$ cat src/vscs_pkg.sv
`default_nettype none

package vscs_pkg;

    // Width of the byte counter; the counter saturates at its all-ones value.
    localparam int POSITION_BITS = 24;
    // Width of the reported position field.
    localparam int POS_OUT_BITS  = 24;

    localparam logic [POSITION_BITS-1:0] POS_LIMIT = {POSITION_BITS{1'b1}};

    // Configuration register indexes.
    localparam int CFG_INDEX_BITS = 2;
    localparam logic [CFG_INDEX_BITS-1:0] REG_SCAN_BACKWARD = 2'd0;
    localparam logic [CFG_INDEX_BITS-1:0] REG_CLASS_MASK    = 2'd1;

    localparam logic [7:0] CLASS_MASK_RESET = 8'hFF;

    // Byte machine states. Their meaning depends on the scan direction.
    localparam logic [1:0] ST_START = 2'd0;
    localparam logic [1:0] ST_ONE   = 2'd1;
    localparam logic [1:0] ST_TWO   = 2'd2;
    localparam logic [1:0] ST_CODE  = 2'd3;

    // Start code prefix 00 00 01 as it sits in the byte window.
    localparam logic [23:0] PREFIX = 24'h000001;

    // Start code class values.
    localparam logic [7:0] CLASS_NONE        = 8'h00;
    localparam logic [7:0] CLASS_PICTURE     = 8'h04;
    localparam logic [7:0] CLASS_FIRST_SLICE = 8'h03;
    localparam logic [7:0] CLASS_SLICE       = 8'h01;
    localparam logic [7:0] CLASS_USER_DATA   = 8'h20;
    localparam logic [7:0] CLASS_SEQ_HEADER  = 8'h40;
    localparam logic [7:0] CLASS_EXTENSION   = 8'h10;
    localparam logic [7:0] CLASS_SEQ_END     = 8'h80;
    localparam logic [7:0] CLASS_GOP         = 8'h08;

    // Start code values (the byte after the 00 00 01 prefix).
    localparam logic [7:0] SC_PICTURE     = 8'h00;
    localparam logic [7:0] SC_FIRST_SLICE = 8'h01;
    localparam logic [7:0] SC_SLICE_LO    = 8'h02;
    localparam logic [7:0] SC_SLICE_HI    = 8'hAF;
    localparam logic [7:0] SC_USER_DATA   = 8'hB2;
    localparam logic [7:0] SC_SEQ_HEADER  = 8'hB3;
    localparam logic [7:0] SC_EXTENSION   = 8'hB5;
    localparam logic [7:0] SC_SEQ_END     = 8'hB7;
    localparam logic [7:0] SC_GOP         = 8'hB8;

    // One result item.
    typedef struct packed {
        logic                    found;
        logic [POS_OUT_BITS-1:0] position;
        logic [7:0]              code_class;
        logic [7:0]              code_byte;
    } vscs_result_t;

    // Class of a start code whose prefix has already been checked.
    function automatic logic [7:0] classify(input logic [7:0] code);
        logic [7:0] cls;
        case (code) inside
            SC_PICTURE:                 cls = CLASS_PICTURE;
            SC_FIRST_SLICE:             cls = CLASS_FIRST_SLICE;
            [SC_SLICE_LO:SC_SLICE_HI]:  cls = CLASS_SLICE;
            SC_USER_DATA:               cls = CLASS_USER_DATA;
            SC_SEQ_HEADER:              cls = CLASS_SEQ_HEADER;
            SC_EXTENSION:               cls = CLASS_EXTENSION;
            SC_SEQ_END:                 cls = CLASS_SEQ_END;
            SC_GOP:                     cls = CLASS_GOP;
            default:                    cls = CLASS_NONE;
        endcase
        return cls;
    endfunction

endpackage

`default_nettype wire

$ cat src/vscs_if.sv
`default_nettype none

// Byte stream channel.
interface vscs_byte_if;
    logic       valid;
    logic       ready;
    logic [7:0] data_byte;
    logic       last_byte;

    modport source (output valid, output data_byte, output last_byte, input ready);
    modport sink   (input valid, input data_byte, input last_byte, output ready);
endinterface

// Result channel.
interface vscs_result_if;
    logic                              valid;
    logic                              ready;
    logic                              found;
    logic [vscs_pkg::POS_OUT_BITS-1:0] position;
    logic [7:0]                        code_class;
    logic [7:0]                        code_byte;

    modport source (output valid, output found, output position, output code_class,
                    output code_byte, input ready);
    modport sink   (input valid, input found, input position, input code_class,
                    input code_byte, output ready);
endinterface

// Configuration write channel.
interface vscs_cfg_if;
    logic                                valid;
    logic                                ready;
    logic [vscs_pkg::CFG_INDEX_BITS-1:0] index;
    logic [7:0]                          data;

    modport source (output valid, output index, output data, input ready);
    modport sink   (input valid, input index, input data, output ready);
endinterface

`default_nettype wire

$ cat src/video_start_code_search_core.sv
`default_nettype none

// Start code search core: scans a byte stream for MPEG video start codes
// (00 00 01 xx), forward or backward as the scan_backward register selects,
// and reports the first code whose class bit is set in class_mask, with its
// position, or a not-found item on the buffer's last byte. The core takes one
// byte per clock cycle; each byte is handled in the cycle it is accepted and
// its result, if any, appears in the output register on the next cycle. The
// only thing that holds off input is that output register: ready drops only
// while it holds an item that the sink has not yet taken. Bytes after a match
// are consumed without a result until the last byte, which rearms the core.
// Configuration writes are always taken and must be made while the core idles.
module video_start_code_search_core (
    input  wire logic          clk,
    input  wire logic          rst_n,
    vscs_byte_if.sink          stream,
    vscs_result_if.source      result,
    vscs_cfg_if.sink           cfg
);

    // Configuration registers.
    logic       scan_backward_reg;
    logic [7:0] class_mask_reg;

    // Scanner state.
    logic [1:0]                            scan_state_reg;
    logic [1:0]                            scan_state_next;
    logic [23:0]                           byte_window_reg;
    logic [vscs_pkg::POSITION_BITS-1:0]    byte_count_reg;
    logic                                  match_done_reg;

    // Output register.
    logic                   out_valid_reg;
    vscs_pkg::vscs_result_t out_reg;
    vscs_pkg::vscs_result_t out_next;

    logic                                accept;
    logic                                hit;
    logic [7:0]                          hit_class;
    logic [7:0]                          code_byte;
    logic [vscs_pkg::POS_OUT_BITS-1:0]   hit_pos;
    logic                                emit;
    logic                                count_sat;

    assign accept       = stream.valid && stream.ready;
    assign stream.ready = !out_valid_reg || result.ready;
    assign cfg.ready    = 1'b1;
    assign count_sat    = (byte_count_reg == vscs_pkg::POS_LIMIT);

    // Configuration writes; unknown indexes are ignored.
    always_ff @(posedge clk or negedge rst_n)
    begin
        if (!rst_n)
        begin
            scan_backward_reg <= 1'b0;
            class_mask_reg    <= vscs_pkg::CLASS_MASK_RESET;
        end
        else if (cfg.valid && cfg.ready)
        begin
            if (cfg.index == vscs_pkg::REG_SCAN_BACKWARD)
            begin
                scan_backward_reg <= cfg.data[0];
            end
            else if (cfg.index == vscs_pkg::REG_CLASS_MASK)
            begin
                class_mask_reg <= cfg.data;
            end
        end
    end

    // Byte machine for both directions and the match check.
    always_comb
    begin
        scan_state_next = scan_state_reg;
        hit_class       = vscs_pkg::CLASS_NONE;
        code_byte       = stream.data_byte;
        hit_pos         = '0;
        if (!scan_backward_reg)
        begin
            case (scan_state_reg)
                vscs_pkg::ST_START:
                begin
                    if (stream.data_byte == 8'h00)
                    begin
                        scan_state_next = vscs_pkg::ST_ONE;
                    end
                end
                vscs_pkg::ST_ONE:
                begin
                    scan_state_next = (stream.data_byte == 8'h00) ? vscs_pkg::ST_TWO
                                                                 : vscs_pkg::ST_START;
                end
                vscs_pkg::ST_TWO:
                begin
                    if (stream.data_byte == 8'h01)
                    begin
                        scan_state_next = vscs_pkg::ST_CODE;
                    end
                    else if (stream.data_byte != 8'h00)
                    begin
                        scan_state_next = vscs_pkg::ST_START;
                    end
                end
                default:
                begin
                    // The window holds the three bytes before this one.
                    if (byte_window_reg == vscs_pkg::PREFIX)
                    begin
                        hit_class = vscs_pkg::classify(stream.data_byte);
                    end
                    code_byte       = stream.data_byte;
                    hit_pos         = count_sat
                                    ? vscs_pkg::POS_OUT_BITS'(vscs_pkg::POS_LIMIT)
                                    : vscs_pkg::POS_OUT_BITS'(byte_count_reg)
                                      - vscs_pkg::POS_OUT_BITS'(3);
                    scan_state_next = vscs_pkg::ST_START;
                end
            endcase
        end
        else
        begin
            case (scan_state_reg)
                vscs_pkg::ST_START:
                begin
                    scan_state_next = vscs_pkg::ST_ONE;
                end
                vscs_pkg::ST_ONE:
                begin
                    if (stream.data_byte == 8'h01)
                    begin
                        scan_state_next = vscs_pkg::ST_TWO;
                    end
                end
                vscs_pkg::ST_TWO:
                begin
                    if (stream.data_byte == 8'h00)
                    begin
                        scan_state_next = vscs_pkg::ST_CODE;
                    end
                    else if (stream.data_byte != 8'h01)
                    begin
                        scan_state_next = vscs_pkg::ST_ONE;
                    end
                end
                default:
                begin
                    // Read in memory order: this byte, then the window newest first.
                    code_byte = byte_window_reg[23:16];
                    hit_pos   = count_sat
                              ? vscs_pkg::POS_OUT_BITS'(vscs_pkg::POS_LIMIT)
                              : vscs_pkg::POS_OUT_BITS'(byte_count_reg + 1'b1);
                    if (stream.data_byte == 8'h00)
                    begin
                        if (byte_window_reg[7:0] == 8'h00 && byte_window_reg[15:8] == 8'h01)
                        begin
                            hit_class = vscs_pkg::classify(byte_window_reg[23:16]);
                        end
                        scan_state_next = vscs_pkg::ST_START;
                    end
                    else if (stream.data_byte != 8'h01)
                    begin
                        scan_state_next = vscs_pkg::ST_ONE;
                    end
                    else
                    begin
                        scan_state_next = vscs_pkg::ST_TWO;
                    end
                end
            endcase
        end
    end

    assign hit  = (hit_class & class_mask_reg) != 8'h00;
    assign emit = !match_done_reg && (hit || stream.last_byte);

    // Result item for this byte.
    always_comb
    begin
        if (hit)
        begin
            out_next.found      = 1'b1;
            out_next.position   = hit_pos;
            out_next.code_class = hit_class;
            out_next.code_byte  = code_byte;
        end
        else
        begin
            out_next = '0;
        end
    end

    // Scanner state update; the last byte of a buffer rearms the scanner.
    always_ff @(posedge clk or negedge rst_n)
    begin
        if (!rst_n)
        begin
            scan_state_reg  <= vscs_pkg::ST_START;
            byte_window_reg <= '0;
            byte_count_reg  <= '0;
            match_done_reg  <= 1'b0;
        end
        else if (accept)
        begin
            if (stream.last_byte)
            begin
                scan_state_reg  <= vscs_pkg::ST_START;
                byte_window_reg <= '0;
                byte_count_reg  <= '0;
                match_done_reg  <= 1'b0;
            end
            else if (!match_done_reg)
            begin
                scan_state_reg  <= scan_state_next;
                byte_window_reg <= {byte_window_reg[15:0], stream.data_byte};
                if (!count_sat)
                begin
                    byte_count_reg <= byte_count_reg + 1'b1;
                end
                match_done_reg <= hit;
            end
        end
    end

    // Output register valid flag.
    always_ff @(posedge clk or negedge rst_n)
    begin
        if (!rst_n)
        begin
            out_valid_reg <= 1'b0;
        end
        else if (accept && emit)
        begin
            out_valid_reg <= 1'b1;
        end
        else if (result.ready)
        begin
            out_valid_reg <= 1'b0;
        end
    end

    // Output register payload.
    always_ff @(posedge clk)
    begin
        if (accept && emit)
        begin
            out_reg <= out_next;
        end
    end

    assign result.valid      = out_valid_reg;
    assign result.found      = out_reg.found;
    assign result.position   = out_reg.position;
    assign result.code_class = out_reg.code_class;
    assign result.code_byte  = out_reg.code_byte;

    // A not-found item carries all-zero fields.
    assert property (@(posedge clk) disable iff (!rst_n)
        (out_valid_reg && !out_reg.found) |->
        (out_reg.position == '0 && out_reg.code_class == 8'h00 && out_reg.code_byte == 8'h00))
    else $error("not-found item with nonzero fields");

    // A found item has a class that the mask accepts.
    assert property (@(posedge clk) disable iff (!rst_n)
        (out_valid_reg && out_reg.found) |-> ((out_reg.code_class & class_mask_reg) != 8'h00))
    else $error("found item with a masked class");

    // The last byte of a buffer leaves the scanner rearmed.
    assert property (@(posedge clk) disable iff (!rst_n)
        (accept && stream.last_byte) |=>
        (scan_state_reg == vscs_pkg::ST_START && byte_count_reg == '0 && !match_done_reg))
    else $error("scanner not rearmed after last byte");

    // The match flag rises only together with a found item.
    assert property (@(posedge clk) disable iff (!rst_n)
        $rose(match_done_reg) |-> (out_valid_reg && out_reg.found))
    else $error("match flag set without a found item");

    // An item is never accepted while an untaken result blocks the output.
    assert property (@(posedge clk) disable iff (!rst_n)
        (out_valid_reg && !result.ready) |-> !accept)
    else $error("item accepted while output register is full");

endmodule

`default_nettype wire
$ cat src/flat_wrapper.sv
// flat-port wrapper written by rule: the top's interface ports become plain ports
module video_start_code_search_core_flat 
  (clk, rst_n, stream_valid, stream_data_byte, stream_last_byte, stream_ready, result_valid, result_found, result_position, result_code_class, result_code_byte, result_ready, cfg_valid, cfg_index, cfg_data, cfg_ready);
  vscs_byte_if stream_i ();
  vscs_result_if result_i ();
  vscs_cfg_if cfg_i ();
  input  wire logic clk;
  input  wire logic rst_n;
  input wire logic [$bits(stream_i.valid)-1:0] stream_valid;
  input wire logic [$bits(stream_i.data_byte)-1:0] stream_data_byte;
  input wire logic [$bits(stream_i.last_byte)-1:0] stream_last_byte;
  output wire logic [$bits(stream_i.ready)-1:0] stream_ready;
  output wire logic [$bits(result_i.valid)-1:0] result_valid;
  output wire logic [$bits(result_i.found)-1:0] result_found;
  output wire logic [$bits(result_i.position)-1:0] result_position;
  output wire logic [$bits(result_i.code_class)-1:0] result_code_class;
  output wire logic [$bits(result_i.code_byte)-1:0] result_code_byte;
  input wire logic [$bits(result_i.ready)-1:0] result_ready;
  input wire logic [$bits(cfg_i.valid)-1:0] cfg_valid;
  input wire logic [$bits(cfg_i.index)-1:0] cfg_index;
  input wire logic [$bits(cfg_i.data)-1:0] cfg_data;
  output wire logic [$bits(cfg_i.ready)-1:0] cfg_ready;
  assign stream_i.valid = stream_valid;
  assign stream_i.data_byte = stream_data_byte;
  assign stream_i.last_byte = stream_last_byte;
  assign stream_ready = stream_i.ready;
  assign result_valid = result_i.valid;
  assign result_found = result_i.found;
  assign result_position = result_i.position;
  assign result_code_class = result_i.code_class;
  assign result_code_byte = result_i.code_byte;
  assign result_i.ready = result_ready;
  assign cfg_i.valid = cfg_valid;
  assign cfg_i.index = cfg_index;
  assign cfg_i.data = cfg_data;
  assign cfg_ready = cfg_i.ready;
  video_start_code_search_core u_core (.clk(clk), .rst_n(rst_n), .stream(stream_i), .result(result_i), .cfg(cfg_i));
endmodule
$ cat config.mk
export PLATFORM = sky130hd
export DESIGN_NAME = video_start_code_search_core_flat
export DESIGN_NICKNAME = d
export VERILOG_FILES = /design/src/vscs_pkg.sv /design/src/vscs_if.sv /design/src/video_start_code_search_core.sv /design/src/flat_wrapper.sv
export SDC_FILE = /design/constraint.sdc
export NUM_CORES = 1
export LEC_CHECK = 0
export BUFFER_PORTS_ARGS = -buffer_cell sky130_fd_sc_hd__buf_4
export CAP_MARGIN = 20
export CORE_ASPECT_RATIO = 1.1
export CORE_UTILIZATION = 59
export CTS_CLUSTER_SIZE = 10
export DETAILED_ROUTE_END_ITERATION = 6
export HOLD_SLACK_MARGIN = 0.02
export PLACE_DENSITY = 0.76
export SLEW_MARGIN = 10
export SYNTH_ARGS = -nofsm -noshare
export SYNTH_HDL_FRONTEND = slang
export SYNTH_SLANG_ARGS = --single-unit
export TNS_END_PERCENT = 20
$ cat constraint.sdc
create_clock -name clk -period 6.3 [get_ports clk]
set_input_delay 0.63 -clock clk [delete_from_list [all_inputs] [get_ports clk]]
set_output_delay 0.63 -clock clk [all_outputs]
set_load 0.005 [all_outputs]
==> Yosys cells after proc, flatten, opt, wreduce, memory -nomap -nowiden <==
Cells that the tools add are included.
{ "word_totals": {"out_inout_bits": 44, "elab_cells": 121, "ff_bits": 102, "in_bits": 24} }
{ "classes": {"bitwise": 2, "order_cmp": 4, "eq_ne": 25, "mux": 53, "reduce_logical": 24, "add_sub_neg": 2} }
{ "op_table": {"columns": ["cell", "n"], "rows": [
  ["two-way mux 24 bit", 10],
  ["two-way mux 8 bit", 22],
  ["equality test 8 bit, second input constant", 10],
  ["two-way mux 41 bit", 1],
  ["adder 24 x 1 -> 24 bit, second input constant", 1],
  ["equality test 24 x 1 -> 1 bit, second input constant", 1],
  ["equality test 24 bit, second input constant", 1],
  ["equality test 8 x 1 -> 1 bit, second input constant", 3],
  ["logical NOT 8 bit", 3],
  ["two-way mux 2 bit", 12],
  ["subtractor 24 x 2 -> 24 bit, second input constant", 1],
  [">= comparator 8 x 2 -> 1 bit, second input constant", 2],
  ["less-or-equal comparator 8 bit, second input constant", 2],
  ["nonzero test 8 bit", 2],
  ["case mux 2 bit (3 select lines)", 2],
  ["AND 8 bit", 1],
  ["two-way mux 4 bit", 2],
  ["!= test 8 x 1 -> 1 bit, second input constant", 1],
  ["logical AND 1 bit", 6],
  ["AND reduction 3 bit", 2],
  ["AND reduction 6 bit", 1],
  ["!= test 5 x 2 -> 1 bit, second input constant", 1],
  ["!= test 5 bit, second input constant", 1],
  ["equality test 2 x 1 -> 1 bit, second input constant", 2],
  ["12 further kinds", 20]
]} }

==> Depth between registers and ports, before layout <==
{ "depth": {"ltp_word": 19, "depth_mapped": 10, "depth_no_buf": 7} }

==> Worst setup path after synthesis <==
No wires, ideal clock.
{ "synth_timing": {"kind": "input to register", "start": "in stream_data_byte[1]", "end": "reg u_core.out_reg, in the netlist u_core.result.code_byte[0], enable pin", "path_slack_ns": 1.660, "cell_stages": 7, "t_arrival_ns": 4.175, "path_buffers": 1, "path_cell_list": "buf_2 nor4_4 nand4_1 nor4_1 o21ai_1 and4_1 a31oi_1"} }
{ "synth_between": {"elab_chain_len": 17, "word_cells_on_any_way": 28, "classes_between": "order compare (2); eq/ne (6); mux (13); bitwise (1); reduce/logical (6)"} }
{ "synth_rtl": {"columns": ["item", "line", "text"], "rows": [
  ["start, declared", "flat_wrapper.sv:10", "input wire logic [$bits(stream_i.data_byte)-1:0] stream_data_byte;"],
  ["equality test 8 bit", "video_start_code_search_core.sv:109", "hit_class = vscs_pkg::classify(stream.data_byte);"],
  ["two-way mux 4 bit", "vscs_pkg.sv:61", "case (code) inside"],
  ["two-way mux 8 bit (7 in series)", "vscs_pkg.sv:61", null],
  ["two-way mux 8 bit", "video_start_code_search_core.sv:107", "if (byte_window_reg == vscs_pkg::PREFIX)"],
  ["two-way mux 8 bit", "video_start_code_search_core.sv:80", "case (scan_state_reg)"],
  ["two-way mux 8 bit *", "video_start_code_search_core.sv:78", "if (!scan_backward_reg)"],
  ["AND 8 bit *", "video_start_code_search_core.sv:173", "assign hit = (hit_class & class_mask_reg) != 8'h00;"],
  ["nonzero test 8 bit *", "video_start_code_search_core.sv:173", null],
  ["logical OR 1 bit *", "video_start_code_search_core.sv:174", "assign emit = !match_done_reg && (hit || stream.last_byte);"],
  ["logical AND 1 bit *", "video_start_code_search_core.sv:174", null],
  ["logical AND 1 bit *", "video_start_code_search_core.sv:244", "if (accept && emit)"],
  ["end signal, assigned", "video_start_code_search_core.sv:246", "out_reg <= out_next;"],
  ["end, declared", "video_start_code_search_core.sv:34", "vscs_pkg::vscs_result_t out_reg;"]
]} }
Every way passes the cells marked *; elsewhere a longest branch is shown, timed or not.
A chain may end at the register's enable or synchronous reset.

==> Worst setup path after layout <==
{ "layout_timing": {"start": "reg u_core.byte_window_reg[10]", "end": "reg u_core.out_reg, in the netlist u_core.result.code_class[2], enable pin"} }
{ "layout_between": {"elab_chain_len": 11, "word_cells_on_any_way": 14, "classes_between": "eq/ne (2); mux (6); bitwise (1); reduce/logical (5)"} }
{ "layout_rtl": {"columns": ["item", "line", "text"], "rows": [
  ["start, declared", "video_start_code_search_core.sv:28", "logic [23:0] byte_window_reg;"],
  ["start signal, assigned", "video_start_code_search_core.sv:214", "byte_window_reg <= {byte_window_reg[15:0], stream.data_byte};"],
  ["equality test 8 x 1 -> 1 bit", "video_start_code_search_core.sv:154", "if (byte_window_reg[7:0] == 8'h00 && byte_window_reg[15:8] == 8'h01)"],
  ["logical AND 1 bit", "video_start_code_search_core.sv:154", null],
  ["two-way mux 8 bit", "video_start_code_search_core.sv:154", null],
  ["two-way mux 8 bit", "video_start_code_search_core.sv:152", "if (stream.data_byte == 8'h00)"],
  ["two-way mux 8 bit", "video_start_code_search_core.sv:122", "case (scan_state_reg)"],
  ["two-way mux 8 bit *", "video_start_code_search_core.sv:78", null],
  ["AND 8 bit *", "video_start_code_search_core.sv:173", null],
  ["nonzero test 8 bit *", "video_start_code_search_core.sv:173", null],
  ["logical OR 1 bit *", "video_start_code_search_core.sv:174", null],
  ["logical AND 1 bit *", "video_start_code_search_core.sv:174", null],
  ["logical AND 1 bit *", "video_start_code_search_core.sv:244", null]
]} }
Marks and branches as above.

==> results.md <==
- RSZ-0062 raised after global routing: false
- Gp weighted congestion: 0.914
- Die width: 98.2 µm
- Sequential Power Share: 0.549
- Yosys reg bits: 102
- CTS buffer count: 9
- Setup-failing EPs final: 0
- Max Cap Viol: 0
- Drc violations: 5
- Final Hold Fails: 0
- CP required: between 6 and 7 ns
- FF-to-FF Start: u_core.byte_window_reg[10]
- CTS resizes: 0
- Setup ws final: between 2 and 3 ns
- CP arrival: 3.55 ns
- Die H: 108 µm
- Layout cells sized above 1: 0.201
- Post-route insts no fill: 758
- Hold Path Class: input port to async pin
- CP endpoint kind: register
- Area delta synth->final: 10.9%
- Power consumption: ~1.4 mW
- Clk pwr share: 0.268
- # port buffers: 66
- Crit Path Category: register to register
- Mapped Cells: between 600 and 700
- Netlist cell types: 68
- Row cnt: 38
- Via count: 5154
- Psw: 411 µW
- Worst-Margin Slew: 0.974 ns
- CTS tree: done
- Antenna-violating nets left: 0
- Initial DRC Count: 360
- Clock Pin Slew Worst Setup and Hold Paths: 0.09 ns
- Core area: 9890 µm²
- Total Routing Usage GR: 0.301
- Fin. max-slew vios: 0
- Register area share after synthesis: 0.461
- RR Endpoint: u_core.result.code_class[2]
- Main synth FF type: dfrtp_1
- Global-route wire length before repair: 24700 µm
- Maximum root-to-sink buffer count: 2
- Grt total ovfl: 0
- CTS Sinks: 102
- I/O Pins: 68
- Violated checks: DRC
- DR WL/cell: 20.2 µm
- Setup TNS: 0 ns
- Most used cells in the layout excluding fill and tap cells: buf_4 (73), dfrtp_1 (53), nor2_1 (43)
- Placed inst area: around 6500 µm²
- Peak supply drop: ~170 µV
- Critical Path Fanout Max: 36
- P_leak: 2.69 nW
- Hold-fix buffers at CTS: 0
- Period minus WS final: about 3.5 ns
- Initial core utilization: 0.607
- Commonest non-fill, non-tap cell in the layout: buf_4
- Worst setup path endpoint: u_core.result.code_class[2]
- Run status: finished with violations
- DRT Pass-1 Iters: 7
- Gate power share: 0.183
- Die ar.: 10600 µm²
- Final Net Count: ~660
- Ys async rst share: 0.598
- Post-Syn Area per Cell: 9.92 µm²
- Filler instances: 778
- N_diodes: 0
- Synthesized net count: 630
- Root buffer cell: clkbuf_8
- Vias per cell: just under 7
- Setup crit start kind: register
- Final wirelength: 15300 µm
- Placed Cells incl. Taps: 742
- Sw Share: 0.292
- Post-synth EDFFs: about 40
- Detailed placer's ending HPWL: roughly 11000 µm
- Int Pwr: 999 µW
- Initial antenna violation count: 0
- Final Cell Area: ~6700 µm²
- Reg2reg setup slack: 2.76 ns
- Pin count of the biggest net entering global routing: 62
- R2r worst-path depth: 7
- Pre-CTS setup slack: 2.82 ns
- Slew margin rel.: 0.351
- Crit path from: u_core.byte_window_reg[10]
- Yosys Warn Count: 0
- Post-route clock period utilization: 0.562
- WHS: 0.331 ns
- H-tree levels: 3
- # Post-CTS Setup Buffers: 0
- Fin Clk Skew: 0.0190 ns
- Later-pin clock latency in the skew report: about 0.37 ns
- Mapped Area: 6000 µm²
- Vias in the first global route: 4683
- PwrDens: 212 nW/µm²
- Final Core Density: 0.673
- FMAX: 0.282 GHz
power groups by stage:
stage | combinational, mW | sequential [mW] | clock (mW)
floorplan | 0.178 | 0.773 | 0
global placement | 0.251 | 0.786 | 0
detailed placement | 0.257 | 0.787 | 0
CTS | 0.257 | 0.774 | 0.383
global route | 0.283 | 0.779 | 0.404
finish | 0.257 | 0.774 | 0.378
worst min path at each step:
stage	slack [ns]	startpoint	cells after the start	end
after floorplan	0.33	rst_n	0	u_core.byte_count_reg[0]
after global placement	0.52	u_core.byte_window_reg[6]	1	u_core.byte_window_reg[6]
after detailed placement	0.52	u_core.byte_window_reg[6]	1	u_core.byte_window_reg[6]
after CTS	0.36	rst_n	1	u_core.byte_count_reg[20]
after global routing	0.38	rst_n	1	u_core.byte_count_reg[21]
final	0.33	rst_n	1	u_core.byte_count_reg[19]
Yosys cell counts, drive strengths merged, types with 2 or more instances:
master | instances | share of area
dfrtp | 53 | 0.22
nor2 | 43 | 0.027
o21ai | 43 | 0.036
edfxtp | 41 | 0.21
clkbuf | 38 | 0.024
a21oi | 34 | 0.028
nand2 | 32 | 0.021
a22o | 24 | 0.035
nand3 | 24 | 0.021
nor4 | 24 | 0.038
nand4 | 22 | 0.025
nor3 | 21 | 0.018
buf | 18 | 0.019
a22oi | 16 | 0.020
xor2 | 14 | 0.020
mux2i | 13 | 0.022
a31oi | 11 | 0.011
inv | 11 | 0.0069
o31ai | 9 | 0.011
dfstp | 8 | 0.035
mux2 | 8 | 0.015
and2 | 7 | 0.0073
and3 | 7 | 0.0073
o41ai | 7 | 0.011
or4 | 7 | 0.0088
nor2b | 6 | 0.0063
or3 | 6 | 0.0063
xnor2 | 6 | 0.0088
and4b | 5 | 0.0083
a32oi | 4 | 0.0058
a41oi | 4 | 0.0058
and4 | 4 | 0.0058
nor3b | 4 | 0.0058
a2111oi | 3 | 0.0085
a211oi | 3 | 0.0038
a2bb2oi | 3 | 0.0044
nand3b | 3 | 0.0038
o32ai | 3 | 0.0088
a32o | 2 | 0.0033
nor4b | 2 | 0.0040
o21a | 2 | 0.0025
worst max-delay path, stage by stage (launching register included):
cell,delay [ns]
dfrtp_1,0.41
nor4_2,0.32
nand4_2,0.45
nor4b_1,0.77
o21ai_1,0.18
and4_1,0.27
a31oi_4,0.27
buf_4,0.46
layer usage:
metal,up-vias,global-route usage,share of wire
met5,-,0,0
met4,0,0.146,0.039
met3,58,0.0513,0.061
met2,215,0.514,0.50
met1,2505,0.373,0.40
li1,2376,-,-
layout make-up:
| type | instances | area, µm² | share of cell area |
|---|---|---|---|
| Tap cell | 120 | 150 | 0.0225 |
| Sequential cell | 102 | 2770 | 0.416 |
| Inverter | 11 | 41.3 | 0.00620 |
| Multi-Input combinational cell | 436 | 2980 | 0.447 |
| Timing Repair Buffer | 73 | 548 | 0.0823 |
| Clock inverter | 4 | 23.8 | 0.00357 |
| Clock buffer | 12 | 149 | 0.0224 |
kinds of logic after synthesis:
group,Yosys count,share of synthesized area
flip-flops,102,0.461
XOR/XNOR,20,0.0292
adder cells (fa/ha/maj),1,0.00208
AO/OA/AOI/OAI,172,0.202
buffers and inverters,67,0.0498
other,1,0.000625
AND/OR/NAND/NOR,221,0.219
multiplexers,21,0.0367
Note: power is estimated with default switching activity, not from simulation.
